--- config.mk ---
export PLATFORM = sky130hd
export DESIGN_NAME = combination_rank_top_flat
export DESIGN_NICKNAME = d
export VERILOG_FILES = /design/src/rtl/comb_rank_pkg.sv /design/src/rtl/comb_rank_if.sv /design/src/rtl/combination_rank_top.sv /design/src/rtl/comb_rank_seq.sv /design/src/rtl/comb_rank_dp.sv /design/src/flat_wrapper.sv
export SDC_FILE = /design/constraint.sdc
export NUM_CORES = 2
export LEC_CHECK = 0
export ABC_AREA = 1
export BUFFER_PORTS_ARGS = -buffer_cell sky130_fd_sc_hd__buf_2
export CAP_MARGIN = 20
export CELL_PAD_IN_SITES_DETAIL_PLACEMENT = 0
export CELL_PAD_IN_SITES_GLOBAL_PLACEMENT = 1
export CORE_ASPECT_RATIO = 2
export CORE_MARGIN = 5
export CORE_UTILIZATION = 46
export DETAILED_ROUTE_END_ITERATION = 10
export PLACE_DENSITY_LB_ADDON = 0.1
export SLEW_MARGIN = 20
export SYNTH_ARGS = -nofsm -noshare
export SYNTH_HDL_FRONTEND = slang
export SYNTH_SLANG_ARGS = --single-unit
--- constraint.sdc ---
create_clock -name clk -period 10.5 [get_ports clk]
set_clock_uncertainty 0.05 [all_clocks]
set_input_delay 0.525 -clock clk [delete_from_list [all_inputs] [get_ports clk]]
set_output_delay 0.525 -clock clk [all_outputs]
set_load 0.01 [all_outputs]
--- src/rtl/comb_rank_pkg.sv ---
// Shared types, constants, microcode table and digit divider for the combination rank block.
`default_nettype none

package comb_rank_pkg;

    localparam int RANK_W   = 64;
    localparam int SIZE_W   = 3;
    localparam int STATUS_W = 2;
    localparam int POS_W    = 4;
    localparam int STEP_W   = 4;
    localparam int HALF_W   = 32;

    typedef logic [STEP_W-1:0] step_t;

    typedef enum logic [STATUS_W-1:0] {
        ST_OK,
        ST_TOO_MANY,
        ST_NOT_ASC,
        ST_OVERFLOW
    } status_t;

    typedef enum logic [3:0] {
        OP_ACCEPT,
        OP_CHECK,
        OP_NOP,
        OP_MUL_LO,
        OP_MUL_HI,
        OP_DIV,
        OP_DIV_END,
        OP_SUM,
        OP_FINISH
    } op_t;

    typedef enum logic [2:0] {
        COND_NONE,
        COND_NO_INPUT,
        COND_REJECT,
        COND_NO_TERM,
        COND_DIV_MORE,
        COND_BIN_DONE,
        COND_OUT_BLOCKED
    } cond_t;

    typedef struct packed {
        logic no_input;
        logic reject;
        logic no_term;
        logic div_more;
        logic bin_done;
        logic out_blocked;
    } cond_flags_t;

    typedef struct packed {
        op_t   op;
        cond_t cond;
        step_t jump_step;
        step_t next_step;
    } ucode_t;

    localparam step_t S_ACCEPT  = 4'd0;
    localparam step_t S_CHECK   = 4'd1;
    localparam step_t S_TEST    = 4'd2;
    localparam step_t S_MUL_LO  = 4'd3;
    localparam step_t S_MUL_HI  = 4'd4;
    localparam step_t S_DIV     = 4'd5;
    localparam step_t S_DIV_END = 4'd6;
    localparam step_t S_SUM     = 4'd7;
    localparam step_t S_FINISH  = 4'd8;

    function automatic ucode_t ucode_rom(input step_t addr);
        ucode_t w;
        case (addr)
            S_ACCEPT:  w = '{op: OP_ACCEPT,  cond: COND_NO_INPUT,
                             jump_step: S_ACCEPT,  next_step: S_CHECK};
            S_CHECK:   w = '{op: OP_CHECK,   cond: COND_REJECT,
                             jump_step: S_FINISH,  next_step: S_TEST};
            S_TEST:    w = '{op: OP_NOP,     cond: COND_NO_TERM,
                             jump_step: S_SUM,     next_step: S_MUL_LO};
            S_MUL_LO:  w = '{op: OP_MUL_LO,  cond: COND_NONE,
                             jump_step: S_MUL_LO,  next_step: S_MUL_HI};
            S_MUL_HI:  w = '{op: OP_MUL_HI,  cond: COND_NONE,
                             jump_step: S_MUL_HI,  next_step: S_DIV};
            S_DIV:     w = '{op: OP_DIV,     cond: COND_DIV_MORE,
                             jump_step: S_DIV,     next_step: S_DIV_END};
            S_DIV_END: w = '{op: OP_DIV_END, cond: COND_BIN_DONE,
                             jump_step: S_SUM,     next_step: S_MUL_LO};
            S_SUM:     w = '{op: OP_SUM,     cond: COND_NONE,
                             jump_step: S_SUM,     next_step: S_FINISH};
            S_FINISH:  w = '{op: OP_FINISH,  cond: COND_OUT_BLOCKED,
                             jump_step: S_FINISH,  next_step: S_ACCEPT};
            default:   w = '{op: OP_NOP,     cond: COND_NONE,
                             jump_step: S_ACCEPT,  next_step: S_ACCEPT};
        endcase
        return w;
    endfunction

    // Divide {rem, byte} by d (1..8), rem < d; returns {quotient byte, remainder}.
    function automatic logic [10:0] small_div(
        input logic [3:0] d,
        input logic [2:0] rem,
        input logic [7:0] byte_in
    );
        logic [3:0] part;
        logic [4:0] trial;
        logic [7:0] q;
        part = {1'b0, rem};
        q    = '0;
        for (int b = 7; b >= 0; b--)
        begin
            trial = {part, byte_in[b]};
            if (trial >= {1'b0, d})
            begin
                trial = trial - {1'b0, d};
                q[b]  = 1'b1;
            end
            part = trial[3:0];
        end
        return {q, part[2:0]};
    endfunction

endpackage

`default_nettype wire

--- src/rtl/comb_rank_if.sv ---
// Element input and rank result channel interfaces.
`default_nettype none

interface comb_rank_in_if #(
    parameter int INDEX_BITS = 12
) ();
    logic                  valid;
    logic                  ready;
    logic [INDEX_BITS-1:0] element_index;
    logic                  last_element;

    modport source (output valid, output element_index, output last_element, input ready);
    modport sink   (input valid, input element_index, input last_element, output ready);
endinterface

interface comb_rank_out_if ();
    logic                                valid;
    logic                                ready;
    logic [comb_rank_pkg::RANK_W-1:0]    rank;
    logic [comb_rank_pkg::SIZE_W-1:0]    set_size;
    logic [comb_rank_pkg::STATUS_W-1:0]  status;

    modport source (output valid, output rank, output set_size, output status, input ready);
    modport sink   (input valid, input rank, input set_size, input status, output ready);
endinterface

`default_nettype wire

--- src/rtl/combination_rank_top.sv ---
// Top level of the combination rank block: sequencer, datapath and checks.
`default_nettype none

// Ranks a sorted set in the combinatorial number system. Send the set's element
// indices one per transfer, strictly ascending, with last_element on the final one;
// that transfer yields one result with the colex rank (saturated past 64 bits), the
// number of elements ranked and a status. An element is processed by a microcoded
// sequence around a 32 x INDEX_BITS multiply of each rank half and a byte-serial exact
// divider: a rejected element goes from acceptance through the check step to the finish
// step, an element with index below its position skips from the test step to the sum
// step, and any other element runs a multiply-low, multiply-high, byte-serial divide and
// divide-end pass for each binomial factor before the sum and finish steps.
// One element is in work at a time; a finished result waits in the output register
// while the next element is taken in.
module combination_rank_top #(
    parameter int MAX_ELEMENTS = 6,
    parameter int INDEX_BITS   = 12
) (
    input  logic            clk,
    input  logic            rst_n,
    comb_rank_in_if.sink    item,
    comb_rank_out_if.source result
);
    import comb_rank_pkg::*;

    op_t         op;
    cond_flags_t flags;

    comb_rank_seq u_seq (
        .clk   (clk),
        .rst_n (rst_n),
        .flags (flags),
        .op    (op)
    );

    comb_rank_dp #(
        .MAX_ELEMENTS (MAX_ELEMENTS),
        .INDEX_BITS   (INDEX_BITS)
    ) u_dp (
        .clk    (clk),
        .rst_n  (rst_n),
        .op     (op),
        .flags  (flags),
        .item   (item),
        .result (result)
    );

`ifndef SYNTHESIS
    a_busy_after_transfer: assert property (@(posedge clk) disable iff (!rst_n)
        (item.valid && item.ready) |=> !item.ready)
        else $error("input taken twice in a row");

    a_result_from_finish: assert property (@(posedge clk) disable iff (!rst_n)
        $rose(result.valid) |-> $past(op == OP_FINISH))
        else $error("result raised outside the finish step");

    a_overflow_saturates: assert property (@(posedge clk) disable iff (!rst_n)
        (result.valid && (result.status == ST_OVERFLOW)) |-> (result.rank == '1))
        else $error("overflow result not saturated");
`endif

endmodule

`default_nettype wire

--- src/rtl/comb_rank_seq.sv ---
// Microcode sequencer: step counter, control table lookup and conditional jumps.
`default_nettype none

module comb_rank_seq (
    input  logic                       clk,
    input  logic                       rst_n,
    input  comb_rank_pkg::cond_flags_t flags,
    output comb_rank_pkg::op_t         op
);
    import comb_rank_pkg::*;

    step_t  step_reg;
    step_t  step_next;
    ucode_t word;
    logic   take_jump;

    always_comb
    begin
        word = ucode_rom(step_reg);
        case (word.cond)
            COND_NONE:        take_jump = 1'b0;
            COND_NO_INPUT:    take_jump = flags.no_input;
            COND_REJECT:      take_jump = flags.reject;
            COND_NO_TERM:     take_jump = flags.no_term;
            COND_DIV_MORE:    take_jump = flags.div_more;
            COND_BIN_DONE:    take_jump = flags.bin_done;
            COND_OUT_BLOCKED: take_jump = flags.out_blocked;
            default:          take_jump = 1'b0;
        endcase
        step_next = take_jump ? word.jump_step : word.next_step;
    end

    assign op = word.op;

    always_ff @(posedge clk or negedge rst_n)
    begin
        if (!rst_n)
        begin
            step_reg <= S_ACCEPT;
        end
        else
        begin
            step_reg <= step_next;
        end
    end

endmodule

`default_nettype wire

--- src/rtl/comb_rank_dp.sv ---
// Datapath: half-by-half multiplies, byte-serial exact divider, rank accumulator and result register.
`default_nettype none

module comb_rank_dp #(
    parameter int MAX_ELEMENTS = 6,
    parameter int INDEX_BITS   = 12
) (
    input  logic                        clk,
    input  logic                        rst_n,
    input  comb_rank_pkg::op_t          op,
    output comb_rank_pkg::cond_flags_t  flags,
    comb_rank_in_if.sink                item,
    comb_rank_out_if.source             result
);
    import comb_rank_pkg::*;

    localparam int PW     = ((RANK_W + INDEX_BITS + 7) / 8) * 8;
    localparam int DIGITS = PW / 8;
    localparam int CNT_W  = $clog2(DIGITS);
    localparam int LO_W   = HALF_W + INDEX_BITS;

    logic [INDEX_BITS-1:0] e_reg, e_next;
    logic [INDEX_BITS-1:0] prev_reg, prev_next;
    logic [INDEX_BITS-1:0] mult_op;
    logic                  last_reg, last_next;
    logic [RANK_W-1:0]     acc_reg, acc_next;
    logic [RANK_W-1:0]     sum_reg, sum_next;
    logic [LO_W-1:0]       part_reg, part_next;
    logic [LO_W-1:0]       hi_prod;
    logic [PW-1:0]         prod_reg, prod_next;
    logic [PW-1:0]         quot_reg, quot_next;
    logic [2:0]            rem_reg, rem_next;
    logic [CNT_W-1:0]      cnt_reg, cnt_next;
    logic [2:0]            j_reg, j_next;
    logic                  ovf_reg, ovf_next;
    logic [POS_W-1:0]      pos_reg, pos_next;
    logic [POS_W-1:0]      term_k;
    status_t               err_reg, err_next;
    logic                  out_valid_reg, out_valid_next;
    logic [RANK_W-1:0]     rank_reg, rank_next;
    logic [SIZE_W-1:0]     size_reg, size_next;
    status_t               status_reg, status_next;
    logic [3:0]            divisor;
    logic [10:0]           div_res;
    logic [RANK_W:0]       sum_wide;
    logic                  too_many;
    logic                  not_asc;
    logic                  quot_ovf;
    logic                  load_out;

    assign term_k   = pos_reg + POS_W'(1);
    assign too_many = pos_reg >= POS_W'(MAX_ELEMENTS);
    assign not_asc  = (pos_reg != '0) && (e_reg <= prev_reg);
    assign mult_op  = e_reg - INDEX_BITS'(j_reg);
    assign hi_prod  = acc_reg[RANK_W-1:HALF_W] * mult_op;
    assign divisor  = {1'b0, j_reg} + 4'd1;
    assign div_res  = small_div(divisor, rem_reg, prod_reg[PW-1 -: 8]);
    assign quot_ovf = |quot_reg[PW-1:RANK_W];
    assign sum_wide = {1'b0, sum_reg} + {1'b0, acc_reg};

    assign flags.no_input    = !item.valid;
    assign flags.reject      = (err_reg != ST_OK) || too_many || not_asc;
    assign flags.no_term     = e_reg < INDEX_BITS'(term_k);
    assign flags.div_more    = cnt_reg != CNT_W'(DIGITS - 1);
    assign flags.bin_done    = quot_ovf || ({1'b0, j_reg} == pos_reg);
    assign flags.out_blocked = last_reg && out_valid_reg && !result.ready;

    assign load_out   = (op == OP_FINISH) && last_reg && !flags.out_blocked;
    assign item.ready = (op == OP_ACCEPT);

    assign result.valid    = out_valid_reg;
    assign result.rank     = rank_reg;
    assign result.set_size = size_reg;
    assign result.status   = status_reg;

    always_comb
    begin
        e_next      = e_reg;
        last_next   = last_reg;
        prev_next   = prev_reg;
        acc_next    = acc_reg;
        sum_next    = sum_reg;
        part_next   = part_reg;
        prod_next   = prod_reg;
        quot_next   = quot_reg;
        rem_next    = rem_reg;
        cnt_next    = cnt_reg;
        j_next      = j_reg;
        ovf_next    = ovf_reg;
        pos_next    = pos_reg;
        err_next    = err_reg;
        rank_next   = rank_reg;
        size_next   = size_reg;
        status_next = status_reg;
        case (op)
            OP_ACCEPT:
            begin
                if (item.valid)
                begin
                    e_next    = item.element_index;
                    last_next = item.last_element;
                end
            end
            OP_CHECK:
            begin
                if (err_reg == ST_OK)
                begin
                    if (too_many)
                    begin
                        err_next = ST_TOO_MANY;
                    end
                    else if (not_asc)
                    begin
                        err_next = ST_NOT_ASC;
                    end
                end
                acc_next = flags.no_term ? '0 : RANK_W'(1);
                j_next   = '0;
                ovf_next = 1'b0;
            end
            OP_MUL_LO:
            begin
                part_next = acc_reg[HALF_W-1:0] * mult_op;
            end
            OP_MUL_HI:
            begin
                prod_next = PW'({hi_prod, {HALF_W{1'b0}}}) + PW'(part_reg);
                cnt_next  = '0;
                rem_next  = '0;
            end
            OP_DIV:
            begin
                quot_next = {quot_reg[PW-9:0], div_res[10:3]};
                prod_next = {prod_reg[PW-9:0], 8'h00};
                rem_next  = div_res[2:0];
                cnt_next  = cnt_reg + CNT_W'(1);
            end
            OP_DIV_END:
            begin
                if (quot_ovf)
                begin
                    ovf_next = 1'b1;
                end
                else
                begin
                    acc_next = quot_reg[RANK_W-1:0];
                    j_next   = j_reg + 3'd1;
                end
            end
            OP_SUM:
            begin
                if (ovf_reg || sum_wide[RANK_W])
                begin
                    sum_next = '1;
                    err_next = ST_OVERFLOW;
                end
                else
                begin
                    sum_next = sum_wide[RANK_W-1:0];
                end
                pos_next  = term_k;
                prev_next = e_reg;
            end
            OP_FINISH:
            begin
                if (load_out)
                begin
                    rank_next   = sum_reg;
                    size_next   = pos_reg[SIZE_W-1:0];
                    status_next = err_reg;
                    pos_next    = '0;
                    sum_next    = '0;
                    prev_next   = '0;
                    err_next    = ST_OK;
                end
            end
            default:
            begin
            end
        endcase
    end

    always_comb
    begin
        if (load_out)
        begin
            out_valid_next = 1'b1;
        end
        else if (result.ready)
        begin
            out_valid_next = 1'b0;
        end
        else
        begin
            out_valid_next = out_valid_reg;
        end
    end

    always_ff @(posedge clk or negedge rst_n)
    begin
        if (!rst_n)
        begin
            pos_reg       <= '0;
            sum_reg       <= '0;
            prev_reg      <= '0;
            err_reg       <= ST_OK;
            out_valid_reg <= 1'b0;
        end
        else
        begin
            pos_reg       <= pos_next;
            sum_reg       <= sum_next;
            prev_reg      <= prev_next;
            err_reg       <= err_next;
            out_valid_reg <= out_valid_next;
        end
    end

    always_ff @(posedge clk)
    begin
        e_reg      <= e_next;
        last_reg   <= last_next;
        acc_reg    <= acc_next;
        part_reg   <= part_next;
        prod_reg   <= prod_next;
        quot_reg   <= quot_next;
        rem_reg    <= rem_next;
        cnt_reg    <= cnt_next;
        j_reg      <= j_next;
        ovf_reg    <= ovf_next;
        rank_reg   <= rank_next;
        size_reg   <= size_next;
        status_reg <= status_next;
    end

endmodule

`default_nettype wire
--- src/flat_wrapper.sv ---
// flat-port wrapper written by rule: the top's interface ports become plain ports
module combination_rank_top_flat import comb_rank_pkg::*;
#(
    parameter int MAX_ELEMENTS = 6,
    parameter int INDEX_BITS   = 12
)
  (clk, rst_n, item_valid, item_element_index, item_last_element, item_ready, result_valid, result_rank, result_set_size, result_status, result_ready);
  comb_rank_in_if #(.INDEX_BITS(INDEX_BITS)) item_i ();
  comb_rank_out_if result_i ();
  input  logic clk;
  input  logic rst_n;
  input wire logic [$bits(item_i.valid)-1:0] item_valid;
  input wire logic [$bits(item_i.element_index)-1:0] item_element_index;
  input wire logic [$bits(item_i.last_element)-1:0] item_last_element;
  output wire logic [$bits(item_i.ready)-1:0] item_ready;
  output wire logic [$bits(result_i.valid)-1:0] result_valid;
  output wire logic [$bits(result_i.rank)-1:0] result_rank;
  output wire logic [$bits(result_i.set_size)-1:0] result_set_size;
  output wire logic [$bits(result_i.status)-1:0] result_status;
  input wire logic [$bits(result_i.ready)-1:0] result_ready;
  assign item_i.valid = item_valid;
  assign item_i.element_index = item_element_index;
  assign item_i.last_element = item_last_element;
  assign item_ready = item_i.ready;
  assign result_valid = result_i.valid;
  assign result_rank = result_i.rank;
  assign result_set_size = result_i.set_size;
  assign result_status = result_i.status;
  assign result_i.ready = result_ready;
  combination_rank_top #(.MAX_ELEMENTS(MAX_ELEMENTS), .INDEX_BITS(INDEX_BITS)) u_core (.clk(clk), .rst_n(rst_n), .item(item_i), .result(result_i));
endmodule
**Word level (Yosys, flattened, before mapping)**

Memories as Yosys holds them, arrays and structs flattened.
Index checks and enable logic that the tools add are counted.

- Add/sub/neg operators: 15
- $mul: 2
- Order comparisons: 11
- Equality and inequality tests: 21
- Mux-type cells: 43
- Reductions and logical operators: 28

Operators by type and width:

| kind | count |
|---|---|
| one-hot mux 64 bit (2 select lines) | 2 |
| two-way mux 64 bit | 3 |
| one-hot mux 80 bit (2 select lines) | 1 |
| multiplier 32 x 12 -> 44 bit | 2 |
| adder 76 x 44 -> 77 bit | 1 |
| adder 64 x 64 -> 65 bit | 1 |
| two-way mux 4 bit | 9 |
| >= comparator 5 x 4 -> 1 bit | 7 |
| subtractor 4 bit | 7 |
| one-hot mux 12 bit (2 select lines) | 1 |
| == test 4 x 3 -> 1 bit (second input constant) | 4 |
| one-hot mux 4 bit (2 select lines) | 2 |
| OR reduction 16 bit | 1 |
| <= comparator 12 bit | 1 |
| < comparator 12 x 4 -> 1 bit | 1 |
| two-way mux 1 bit | 12 |
| two-way mux 12 bit | 1 |
| one-hot mux 3 bit (2 select lines) | 2 |
| subtractor 12 x 3 -> 12 bit | 1 |
| two-way mux 2 bit | 5 |
| inequality test 2 bit (second input constant) | 5 |
| AND reduction 2 bit | 5 |
| nonzero test 2 bit | 5 |
| == test 3 bit (second input constant) | 3 |
| other kinds (26) | 38 |

- Bits in registers: 448
- Memory bits (read-only): 240
- Input bits: 17
- Output and inout port bits: 71
- Logic and storage cells: 140
- Memories: 1

Memory list:

| memory | depth | width | rd ports | clocked after memory_dff | wr ports | line | source |
|---|---|---|---|---|---|---|---|
| (name not given) | 16 | 15 | 1 | 0 | 0 | comb_rank_pkg.sv:72 | `case (addr)` |

**Logic depth before layout (Yosys ltp)**

- Depth after elaboration: 18
- Mapped depth: 77
- Mapped depth without buffers: 77

**Hierarchy**

Synthesis repeated with hierarchy kept, for this count alone.

- Cells, all modules: 5,485
- Area, all modules: 47,179.0 µm²

By module, submodules not included:

| module | instances | cells an instance | area an instance (µm²) | seq. area each (µm²) |
|---|---|---|---|---|
| comb_rank_dp | 1 | 5,415 | 46,684.8 | 12,917.4 |
| comb_rank_seq | 1 | 70 | 494.2 | 100.1 |

**Worst setup path before layout**

No wires, ideal clock.

- Kind: reg2reg
- Start point: register u_core.u_dp.j_reg[0]
- End point: register u_core.u_dp.rem_reg[2] (data pin)
- Setup time: 0.264 ns
- Arrival time: 10.951 ns
- Required time: 10.186 ns
- Slack: -0.765 ns
- Stages on the path, launching flop included: 75
- Path buffers: 0
- Clock period less this slack: 11.265 ns
- Path through: edfxtp_1 > ha_1 > nand2_1 > inv_1 > nor2_1 > ha_1 > nor2_1 > nand3_2 > nand2_4 > nand2_4 > nand2_1 > nand2_1 > ha_1 > a21oi_1 > nor2_1 > nor3_2 > nand2_1 > inv_2 > [... 39 more ...] > inv_1 > o21bai_1 > a21oi_1 > nor2_1 > nor3_1 > inv_1 > a21oi_1 > nand3_1 > nand2_1 > inv_1 > ha_1 > a21o_1 > a21oi_1 > inv_1 > a21oi_1 > nand3_1 > nand2_1 > nor2_2

- Cells in the longest elaborated chain, start to end: 18
- Elaborated cells on any way between the ends: 26
- Those cells by class: add/sub (9); order compare (8); mux (9)

Ends and longest elaborated chain:

| element | line | source |
|---|---|---|
| start: declaration | comb_rank_dp.sv:34 | `logic [2:0] j_reg, j_next;` |
| start signal: assignment | comb_rank_dp.sv:229 | `j_reg <= j_next;` |
| adder 3 x 1 -> 4 bit * | comb_rank_dp.sv:56 | `assign divisor = {1'b0, j_reg} + 4'd1;` |
| named net u_core.u_dp.divisor[1] | comb_rank_dp.sv:43 | `logic [3:0] divisor;` |
| subtractor 4 bit / >= comparator 4 bit (equally long branches) | comb_rank_pkg.sv:113, comb_rank_pkg.sv:111 |  |
| two-way mux 4 bit | comb_rank_pkg.sv:111 | `if (trial >= {1'b0, d})` |
| subtractor 4 bit / >= comparator 5 x 4 -> 1 bit (equally long branches) | comb_rank_pkg.sv:113, comb_rank_pkg.sv:111 |  |
| two-way mux 4 bit | comb_rank_pkg.sv:111 |  |
| subtractor 4 bit / >= comparator 5 x 4 -> 1 bit (equally long branches) | comb_rank_pkg.sv:113, comb_rank_pkg.sv:111 |  |
| two-way mux 4 bit | comb_rank_pkg.sv:111 |  |
| [... 3 more ...] | n/a |  |
| two-way mux 4 bit | comb_rank_pkg.sv:111 |  |
| subtractor 4 bit / >= comparator 5 x 4 -> 1 bit (equally long branches) | comb_rank_pkg.sv:113, comb_rank_pkg.sv:111 |  |
| two-way mux 4 bit | comb_rank_pkg.sv:111 |  |
| subtractor 4 bit / >= comparator 5 x 4 -> 1 bit (equally long branches) | comb_rank_pkg.sv:113, comb_rank_pkg.sv:111 |  |
| two-way mux 4 bit | comb_rank_pkg.sv:111 |  |
| >= comparator 5 x 4 -> 1 bit / subtractor 3 bit (equally long branches) | comb_rank_pkg.sv:111, comb_rank_pkg.sv:113 |  |
| two-way mux 3 bit * | comb_rank_pkg.sv:111 |  |
| one-hot mux 3 bit (2 select lines) * | comb_rank_dp.sv:95 | `case (op)` |
| end signal: assignment | comb_rank_dp.sv:227 | `rem_reg <= rem_next;` |
| end: declaration | comb_rank_dp.sv:32 | `logic [2:0] rem_reg, rem_next;` |

Mark *: on every way through the listed nets, which the timed path passes. The rest lies on a longest branch.
A chain may end at the register's enable or synchronous reset.

**Worst setup path after layout**

- Start point: register u_core.u_dp.j_reg[0]
- End point: register u_core.u_dp.rem_reg[0] (data pin)

- Cells in the longest elaborated chain, start to end: 18
- Elaborated cells on any way between the ends: 26
- Those cells by class: add/sub (9); order compare (8); mux (9)

Ends and longest elaborated chain:

| element | line |
|---|---|
| adder 3 x 1 -> 4 bit * | comb_rank_dp.sv:56 |
| named net u_core.u_dp.divisor[1] | comb_rank_dp.sv:43 |
| subtractor 4 bit / >= comparator 4 bit (equally long branches) | comb_rank_pkg.sv:113, comb_rank_pkg.sv:111 |
| two-way mux 4 bit | comb_rank_pkg.sv:111 |
| subtractor 4 bit / >= comparator 5 x 4 -> 1 bit (equally long branches) | comb_rank_pkg.sv:113, comb_rank_pkg.sv:111 |
| two-way mux 4 bit | comb_rank_pkg.sv:111 |
| subtractor 4 bit / >= comparator 5 x 4 -> 1 bit (equally long branches) | comb_rank_pkg.sv:113, comb_rank_pkg.sv:111 |
| two-way mux 4 bit | comb_rank_pkg.sv:111 |
| [... 3 more ...] | n/a |
| two-way mux 4 bit | comb_rank_pkg.sv:111 |
| subtractor 4 bit / >= comparator 5 x 4 -> 1 bit (equally long branches) | comb_rank_pkg.sv:113, comb_rank_pkg.sv:111 |
| two-way mux 4 bit | comb_rank_pkg.sv:111 |
| subtractor 4 bit / >= comparator 5 x 4 -> 1 bit (equally long branches) | comb_rank_pkg.sv:113, comb_rank_pkg.sv:111 |
| two-way mux 4 bit | comb_rank_pkg.sv:111 |
| >= comparator 5 x 4 -> 1 bit * | comb_rank_pkg.sv:111 |
| two-way mux 3 bit * | comb_rank_pkg.sv:111 |
| one-hot mux 3 bit (2 select lines) * | comb_rank_dp.sv:95 |

Marked as above.

==> impl_metrics.prom <==
# TYPE chip_impl_metric gauge
chip_impl_info{name="outcome",value="finished, final reports clean"} 1
chip_impl_metric{name="placement.setup.worst_slack",unit="ns"} -0.174
chip_impl_metric{name="synthesis.nets",unit=""} 6257
chip_impl_metric{name="holdPathStages",unit=""} 1
chip_impl_metric{name="grtUsageTotal",unit="%"} 27.1
chip_impl_metric{name="placed_area",unit="um^2"} 48900
chip_impl_info{name="worst_setup_path_start_kind",value="flop"} 1
chip_impl_info{name="ys_dominant_reg_cell",value="sky130_fd_sc_hd__edfxtp_1"} 1
chip_impl_metric{name="post_drt_via_cell_ratio",unit=""} 5.30
chip_impl_metric{name="synth-edff-count",unit=""} 361
chip_impl_metric{name="tightest_slew",unit="ns"} 1.09
chip_impl_metric{name="num-nets-final",unit=""} 6349
chip_impl_metric{name="drc",unit=""} 0
chip_impl_metric{name="fp.coreArea",unit="um^2"} 101000
chip_impl_metric{name="worst_skew_pair.late_latency",unit="ns"} 0.63
chip_impl_metric{name="number_of_global_route_vias_before_repair",unit=""} 39000
chip_impl_metric{name="yosysWarningCount",unit=""} 0
chip_impl_metric{name="placementRows",unit=""} 165
chip_impl_metric{name="num_vias",unit=""} 36000
chip_impl_metric{name="synth.distinct_cells",unit=""} 56
chip_impl_metric{name="final_antenna_net_count",unit=""} 0
chip_impl_metric{name="timing.reg2reg.worst_path_depth",unit=""} 78
chip_impl_metric{name="die_w",unit="um"} 235
chip_impl_metric{name="clk_pin_slew",unit="ns"} 0.07
chip_impl_info{name="crit-reg2reg-launch",value="u_core.u_dp.j_reg[0]$_SDFFCE_PN0P_"} 1
chip_impl_metric{name="cts_htree_levels",unit=""} 2
chip_impl_info{name="worst_hold_path.endpoint",value="u_core.u_dp.e_reg[6]$_DFFE_PP_"} 1
chip_impl_metric{name="syn_area",unit="um^2"} 46400
chip_impl_metric{name="post-synth-top-area-fraction",unit="%"} 26.3
chip_impl_metric{name="gp_congestion",unit=""} 0.938
chip_impl_metric{name="layout-drive-gt1-share",unit="%"} 8.40
chip_impl_metric{name="die_area",unit="um^2"} 108000
chip_impl_metric{name="area_delta_synth_final",unit="%"} 9.76
chip_impl_metric{name="max_cap_viols",unit=""} 0
chip_impl_info{name="synth_largest_area_cell",value="sky130_fd_sc_hd__fa_1"} 1
chip_impl_metric{name="hold_viol_final",unit=""} 0
chip_impl_info{name="commonest_cells_after_routing_fill_and_taps_aside",value="1189 x sky130_fd_sc_hd__nand2_1, 1017 x sky130_fd_sc_hd__inv_1, 609 x sky130_fd_sc_hd__fa_1, 522 x sky130_fd_sc_hd__nor2_1, 361 x sky130_fd_sc_hd__edfxtp_1"} 1
chip_impl_metric{name="critPathRequiredTime",unit="ns"} 10.81
chip_impl_metric{name="portBuffers",unit=""} 87
chip_impl_metric{name="wl_per_cell",unit="um"} 21.6
chip_impl_metric{name="min_period",unit="ns"} 10.11
chip_impl_info{name="clockRootBuffer",value="sky130_fd_sc_hd__clkbuf_16"} 1
chip_impl_info{name="timing.critical_path.max_delay_family",value="simple AND/OR/NAND/NOR gates"} 1
chip_impl_metric{name="postLayoutCellArea",unit="um^2"} 51000
chip_impl_info{name="cell_at_the_slowest_stage_of_the_critical_path",value="sky130_fd_sc_hd__edfxtp_1"} 1
chip_impl_metric{name="worst-path-buf-inv",unit=""} 13
chip_impl_metric{name="cts_made_buffers",unit=""} 44
chip_impl_metric{name="max_slew_margin",unit="%"} 27.1
chip_impl_metric{name="final-setup-viol-count",unit=""} 0
chip_impl_metric{name="avgSynthCellArea",unit="um^2"} 8.71
chip_impl_info{name="min_path_type",value="in2reg"} 1
chip_impl_metric{name="ios",unit=""} 88
chip_impl_metric{name="synth_seq_cells",unit=""} 448
chip_impl_metric{name="layout_worst_path_cycle_share",unit="%"} 96.3
chip_impl_info{name="timing.hold.worst.start",value="item_element_index[6]"} 1
chip_impl_metric{name="dp_hpwl",unit="um"} 118000
chip_impl_metric{name="cpPeakStageDelay",unit="ns"} 0.46
chip_impl_metric{name="firstDrtPassIters",unit=""} 6
chip_impl_metric{name="timing.critical_path.fanout_max",unit=""} 6
chip_impl_metric{name="timing.final.ws_setup",unit="ns"} 0.390
chip_impl_metric{name="cts-root-to-sink-buffers",unit=""} 3
chip_impl_info{name="crit_type",value="reg2reg"} 1
chip_impl_metric{name="grt_max_degree",unit=""} 71
chip_impl_info{name="critPathMostFrequentCell",value="sky130_fd_sc_hd__nand2_2"} 1
chip_impl_metric{name="synthArstFlopShare",unit="%"} 19.4
chip_impl_metric{name="clock_sink_count",unit=""} 448
chip_impl_metric{name="achievable-frequency",unit="MHz"} 98.9
chip_impl_metric{name="antenna_found_initial",unit=""} 1
chip_impl_metric{name="synth.yosys.seq_area_share",unit="%"} 28.0
chip_impl_metric{name="fp.dieH",unit="um"} 459
chip_impl_info{name="grt_setup_unrepaired",value="true"} 1
chip_impl_metric{name="routed_wl",unit="um"} 147000
chip_impl_metric{name="floorplan.initialDensity",unit="%"} 46.1
chip_impl_metric{name="grt_pass1_wl",unit="um"} 225000
chip_impl_metric{name="synthesis.instances",unit=""} 5330
chip_impl_info{name="timing.critical_path.to_type",value="flop"} 1
chip_impl_metric{name="drv_slew",unit=""} 0
chip_impl_metric{name="setup.reg_to_reg.worst_slack",unit="ns"} 0.39
chip_impl_info{name="layout.cells.most_common",value="sky130_fd_sc_hd__nand2_1"} 1
chip_impl_info{name="worstReg2RegEnd",value="u_core.u_dp.rem_reg[0]$_SDFFCE_PN0P_"} 1
chip_impl_metric{name="drt-initial-drc-count",unit=""} 1820
chip_impl_info{name="synth_top_cells_by_area",value="sky130_fd_sc_hd__fa_1 26%, sky130_fd_sc_hd__edfxtp_1 23%, sky130_fd_sc_hd__nand2_1 9.8%"} 1
chip_impl_metric{name="grt-ovfl-total",unit=""} 0
chip_impl_info{name="cts_tree",value="built"} 1
chip_impl_metric{name="cp_data_arrival_time",unit="ns"} 10.42
per-stage QoR:
step / instances / utilization [%] / hold WS (ns) / TNS, ns
5_1_grt: 6792 / 50.6 / 0.0277 / -0.721
4_1_cts: 6773 / 50.1 / 0.00147 / 0
3_5_place_dp: 6681 / 48.5 / 0.394 / -0.529
2_1_floorplan: 5330 / - / 0.179 / 0
6_report: 6792 / 50.6 / 0.0454 / 0
3_3_place_gp: 6681 / 48.5 / 0.383 / -0.214
layer usage:
layer / GRT usage (%) / part of all wire (%) / vias to the layer above
met5: 0 / 0 / -
met1: 28.9 / 35 / 18000
met2: 53.6 / 56 / 900
met3: 2.18 / 3.2 / 361
met4: 12.6 / 5.8 / 0
li1: - / - / 16700
how the worst max path moves through the flow:
stage / start / to / slack (ns) / cells after the start
floorplan: u_core.u_dp.j_reg[0]$_SDFFCE_PN0P_ / u_core.u_dp.rem_reg[2]$_SDFFCE_PN0P_ / 0.05 / 76
global placement: u_core.u_dp.j_reg[0]$_SDFFCE_PN0P_ / u_core.u_dp.rem_reg[1]$_SDFFCE_PN0P_ / -0.08 / 74
detailed placement: u_core.u_dp.j_reg[0]$_SDFFCE_PN0P_ / u_core.u_dp.rem_reg[1]$_SDFFCE_PN0P_ / -0.17 / 74
CTS: u_core.u_dp.j_reg[0]$_SDFFCE_PN0P_ / u_core.u_dp.rem_reg[0]$_SDFFCE_PN0P_ / 0.04 / 76
global route: u_core.u_dp.j_reg[0]$_SDFFCE_PN0P_ / u_core.u_dp.rem_reg[0]$_SDFFCE_PN0P_ / -0.24 / 78
finish: u_core.u_dp.j_reg[0]$_SDFFCE_PN0P_ / u_core.u_dp.rem_reg[0]$_SDFFCE_PN0P_ / 0.39 / 78
Yosys cell counts, types with 5 or more instances:
library cell,count
sky130_fd_sc_hd__a211oi_1,6
sky130_fd_sc_hd__a21boi_0,8
sky130_fd_sc_hd__a21o_1,17
sky130_fd_sc_hd__a21oi_1,234
sky130_fd_sc_hd__a31oi_1,49
sky130_fd_sc_hd__buf_1,67
sky130_fd_sc_hd__clkbuf_1,106
sky130_fd_sc_hd__clkinv_1,5
sky130_fd_sc_hd__dfrtp_1,87
sky130_fd_sc_hd__edfxtp_1,361
sky130_fd_sc_hd__fa_1,610
sky130_fd_sc_hd__ha_1,300
sky130_fd_sc_hd__inv_1,1033
sky130_fd_sc_hd__inv_2,5
sky130_fd_sc_hd__nand2_1,1214
sky130_fd_sc_hd__nand2_2,12
sky130_fd_sc_hd__nand2_4,8
sky130_fd_sc_hd__nand3_1,103
sky130_fd_sc_hd__nand3_2,7
sky130_fd_sc_hd__nand3_4,9
sky130_fd_sc_hd__nand4_1,23
sky130_fd_sc_hd__nor2_1,537
sky130_fd_sc_hd__nor3_1,36
sky130_fd_sc_hd__nor4_1,9
sky130_fd_sc_hd__o2111ai_1,6
sky130_fd_sc_hd__o211ai_1,6
sky130_fd_sc_hd__o21a_1,16
sky130_fd_sc_hd__o21ai_0,181
sky130_fd_sc_hd__o21ai_1,19
sky130_fd_sc_hd__o21bai_1,10
sky130_fd_sc_hd__o221ai_1,8
sky130_fd_sc_hd__o22ai_1,17
sky130_fd_sc_hd__or2_2,18
sky130_fd_sc_hd__xnor2_1,50
sky130_fd_sc_hd__xor2_1,107
worst reg2reg max path, delay by kind of cell (launching register included):
family | cells | cell delay, ns
DFF | 1 | 0.46
adders and majority gates | 9 | 2.09
buffers and inverters | 13 | 1.19
and+or+nand+nor | 43 | 4.09
AOI/OAI and AO/OA | 13 | 1.99
timing repair:
action | in CTS | in global routing
setup endpoints to repair | 4 | 5
resized for setup | 0 | 86
hold buffers | 11 | 0
buffers inserted | 2 | 18
pin swaps | 4 | 62
endpoints found under the hold margin | 39 | 0
final cells by class:
type,instances,area [um^2]
diodes,1,2.50
flip-flops and latches,448,13000
multi-input cells,3661,29400
clock buffers,52,1140
repair buffers,224,1550
fillers,9935,49800
clock inverters,27,290
well taps,1336,1670
inverters,1043,3920
logic make-up (layout without fill, tap and decap cells):
| family | Yosys count | in the layout | share of synthesized area [%] |
|---|---|---|---|
| xor+xnor | 157 | 157 | 2.96 |
| buf+inv | 1221 | 1346 | 9.89 |
| compound gates | 601 | 601 | 7.30 |
| other cells | 0 | 1 | 0 |
| fa+ha+maj | 910 | 910 | 34.4 |
| flops | 448 | 448 | 28.0 |
| simple gates | 1993 | 1993 | 17.4 |
Power is not shown: default switching activity piles up to over one toggle a cycle in this logic, so the estimate is an artifact.
